File: config.mk
export PLATFORM = sky130hd
export DESIGN_NAME = shp_cell
export DESIGN_NICKNAME = d
export VERILOG_FILES = /design/src/rtl/assert_macros.svh /design/src/rtl/shp_pkg.sv /design/src/rtl/shp_cell.sv
export SDC_FILE = /design/constraint.sdc
export NUM_CORES = 1
export LEC_CHECK = 0
export BUFFER_PORTS_ARGS = -buffer_cell sky130_fd_sc_hd__buf_4
export CAP_MARGIN = 20
export CORE_ASPECT_RATIO = 1.25
export CORE_MARGIN = 4
export CORE_UTILIZATION = 42
export CTS_CLUSTER_SIZE = 24
export DETAILED_ROUTE_END_ITERATION = 7
export GPL_TIMING_DRIVEN = 0
export PLACE_DENSITY = 0.83
export RECOVER_POWER = 25
export SKIP_LAST_GASP = 1
export SLEW_MARGIN = 0
export SYNTH_ARGS = -nofsm -noshare
export SYNTH_HDL_FRONTEND = slang
export SYNTH_SLANG_ARGS = --single-unit
File: constraint.sdc
create_clock -name i_clk -period 0.8 [get_ports i_clk]
set_input_delay 0 -clock i_clk [delete_from_list [all_inputs] [get_ports i_clk]]
set_output_delay 0 -clock i_clk [all_outputs]
set_load 0.05 [all_outputs]
File: src/rtl/assert_macros.svh
// assertion macros shared by the sharpening filter rtl
`ifndef ASSERT_MACROS_SVH
`define ASSERT_MACROS_SVH

// property that must hold at every clock edge outside reset
`define SHP_ASSERT(lbl, prop, msg) \
    lbl: assert property (@(posedge i_clk) disable iff (!i_rst_n) prop) else $error(msg);

// condition that must never be seen outside reset
`define SHP_NEVER(lbl, cond, msg) \
    lbl: assert property (@(posedge i_clk) disable iff (!i_rst_n) !(cond)) else $error(msg);

`endif

File: src/rtl/shp_pkg.sv
// shared constants and types for the 3x3 sharpening filter
package shp_pkg;

    // frame geometry limits
    localparam int MAX_WIDTH  = 1024;
    localparam int MAX_HEIGHT = 1024;
    localparam int MIN_DIM    = 3;

    // widths
    localparam int PIX_W   = 8;
    localparam int SUM_W   = 12;
    localparam int CFG_W   = 11;
    localparam int CIDX_W  = 2;
    localparam int COL_W   = $clog2(MAX_WIDTH);
    localparam int ROW_W   = $clog2(MAX_HEIGHT);
    localparam int ADDR_W  = COL_W;
    localparam int RAM_W   = 2 * PIX_W;
    localparam int ODATA_W = ((SUM_W + 7) / 8) * 8;

    // window cells behind the current column
    localparam int NUM_CELLS = 2;

    // register reset values
    localparam logic [CFG_W-1:0] LINE_WIDTH_RST   = CFG_W'(1000);
    localparam logic [CFG_W-1:0] FRAME_HEIGHT_RST = CFG_W'(1000);

    // configuration register indexes
    localparam logic [CIDX_W-1:0] REG_LINE_WIDTH   = CIDX_W'(0);
    localparam logic [CIDX_W-1:0] REG_FRAME_HEIGHT = CIDX_W'(1);

    typedef logic [PIX_W-1:0] t_pixel;

    // one window column: rows r-2, r-1, r
    typedef struct packed {
        t_pixel top;
        t_pixel mid;
        t_pixel bot;
    } t_column;

    // line store write port
    typedef struct packed {
        logic              we;
        logic [ADDR_W-1:0] addr;
        logic [RAM_W-1:0]  data;
    } t_ram_wr;

endpackage

File: src/rtl/shp_cell.sv
// one window cell: holds a three-pixel column and passes it to its neighbour
module shp_cell
    import shp_pkg::*;
(
    input  logic    i_clk,
    input  logic    i_rst_n,
    input  logic    i_en,
    input  t_column i_col,
    output t_column o_col
);

    t_column r_col;

    // shift in the neighbour's column on each pixel step
    always_ff @(posedge i_clk) begin
        if (!i_rst_n) begin
            r_col <= '0;
        end else if (i_en) begin
            r_col <= i_col;
        end
    end

    assign o_col = r_col;

endmodule

; After elaboration in Yosys (flattened, before gate mapping)
; Cells that the tools add are included.
[word_totals]
register_bits = 24
input_bits = 27
out_inout_bits = 24

; Depth between registers and ports, before layout
[logic_depth]
depth_word = 0
depth_mapped = 4

; Worst setup path after synthesis
; OpenSTA, ideal clock, no wires.
[synth_path]
kind = reg-to-reg
from = reg, netlist name o_col[0]
to = reg r_col (netlist bit o_col[0])
t_arrival_ps = 838
path_slack_ps = -103
path_stages_with_launch = 3
n_path_buf = 0
path_cell_list = dfxtp_1 -> mux2i_1 -> nor2b_1
[synth_rtl]
columns = element, line
row1 = to (signal assigned), shp_cell.sv:19  ; r_col <= i_col;
row2 = to (decl), shp_cell.sv:12  ; t_column r_col;

; Worst setup path after layout
[layout_path]
from = reg r_col (netlist bit o_col[6])
to = out o_col[6] (netlist name)
[layout_rtl]
columns = element, line
row1 = to (decl), shp_cell.sv:9  ; output t_column o_col
; No word-level cell between the ends.

==> reports/qor.csv <==
metric,value,unit
drtPass1Iterations,3,
gp_congestion,0.6333,
grt_pass1_wl,4.450,mm
crit_required,800,ps
clockBufferDepth,2,
wl_met3,154,µm
drc_errors,0,
wl,2.738,mm
rows,18,
p_per_area,1557,nW/µm²
finalMaxSlewViolations,0,
critical_path.top_delay_family,flip-flops,
fin_tns_setup,-527.3,ps
crit_arrival,840,ps
place_hpwl,1.582,mm
max_freq,1.187,GHz
cellLeakagePower,0.0008367,µW
critPathMaxStageDelay,380,ps
largest_reg_flops,24,
wl_met1,950,µm
min_path_type,in2reg,
fillers,87,
crit_path_end_kind,primary output,
grt_usage,19.47,%
die_h,60.60,µm
yosys_register_bits,24,
grt_antenna_before_repair,0,
coreArea,2049,µm²
cap_violations,0,
root_buffer,clkbuf_4,
numPortBuffers,49,
n_antenna_cell,0,
setup_ws,-42.31,ps
fin_crit_sh,105.3,%
numCtsBuffers,3,
dpl.cell_count,156,
vias,834,
worstSkewPairLatency,310,ps
relSlewSlack,76.61,%
seq_area_frac_synth,51.68,%
routed-wl-met2,1.634,mm
path_buf_inv,1,
crit_type,reg2out,
final-setup-viol-count,24,
htreeDepth,1,
synth.cell_area,929.6,µm²
vias_per_cell,4.508,
violations,setup timing,
syn_inst,77,
fin_crit,842.3,ps
outcome,"complete, but fails checks",
die-area,3035,µm²
hold_violations,0,
critPathLaunchType,flip-flop,
fin_cells,185,
drtIter0Drc,10,
area_growth,97.04,%
grt_pass1_vias,915,
top_layer_used,met3,
grt_overflow,0,
grt_start_max_net_pins,14,
die_w,50.08,µm
syn_area_per_cell,12.07,µm²
worstMarginPinSlew,350.8,ps
initial_utilization,45.36,%
cp_slowest_cell,dfxtp_2,
io_pins,51,
routedWlPerCell,14.80,µm
syn_nets,104,
crit_fanout,2,
fin_skew,0,ps
cts.clk_slew.worst_paths,130,ps
ant_nets,0,
drive_above_1_share,51.61,%
cts_tree,done,
ir_worst_vdd,0.001412,V
yosysWarningCount,0,
clock-sinks,24,
synth.distinct_cells,6,
rsz0062_at_grt,true,
nNetsFinal,183,
crit_path_cell_trace,buf_8,
through the flow:
stage	worst slack [ps]	power, µW	utilization, %	area, µm²	hold WS, ps
6_report	-42.31	2852	89.38	1832	31.28
5_1_grt	-88.43	2983	89.38	1832	25.41
4_1_cts	-41.92	2828	88.28	1809	23.03
3_5_place_dp	134.4	2007	66.61	1365	258.7
3_3_place_gp	164.0	1990	66.61	1365	252.1
2_1_floorplan	61.94	1768	-	959.7	128.0
path summary, 6_finish.rpt:
kind / startpoint / endpoint / slack (ps) / cells past startpoint
max: o_col[6] / o_col[6] / -40 / 1
min: i_en / o_col[23] / 30 / 3
max reg2reg: o_col[11] / o_col[11] / 80 / 2
min reg2reg: o_col[5] / o_col[5] / 550 / 2
cell type report:
class,instances,area [µm²],share of cell area (%)
buffer,5,58.81,3.210
multi-input combinational,48,390.4,21.31
clock buffer,4,36.28,1.981
sequential,24,510.5,27.87
timing repair buffer,74,798.3,43.58
tap,30,37.54,2.049
per-layer routing:
metal  GRT usage [%]  up-vias
met5               0        -
met4           4.743        0
met3           2.948        0
met2           40.86       33
met1           19.69      394
li1                -      407
placed cells by master, fill, tap and decap left out, drive strengths merged:
| cell type | Yosys | routed |
|---|---|---|
| clkbuf | 2 | 7 |
| nor2b | 24 | 24 |
| buf | 3 | 51 |
| dfxtp | 24 | 24 |
| mux2i | 24 | 24 |
| dlygate4sd3 | 0 | 25 |
report_power, final:
group	internal (µW)	leakage, µW	switching, µW
clock	278	0.0000210	357
sequential	1280	0.000207	64.8
combinational	455	0.000609	416
cell usage after synthesis (all sizes together):
cell type | instances | area [µm²]
dfxtp | 24 | 480.5
mux2i | 24 | 240.2
nor2b | 24 | 150.1
buf | 3 | 51.30
clkbuf | 2 | 7.510
what timing repair did:
| action | 4_1_cts | 5_1_grt |
|---|---|---|
| hold buffers | 25 | 0 |
| gates resized for setup | 42 | 6 |
| hold endpoints to repair | 24 | 0 |
| endpoints found under the setup margin | 24 | 24 |
| setup buffers | 0 | 0 |
cell families after synthesis:
family | after synthesis | share of synthesized area (%)
simple gates | 24 | 16.15
flops | 24 | 51.68
mux | 24 | 25.84
buf+inv | 5 | 6.326
(Power assumes the default switching activity.)
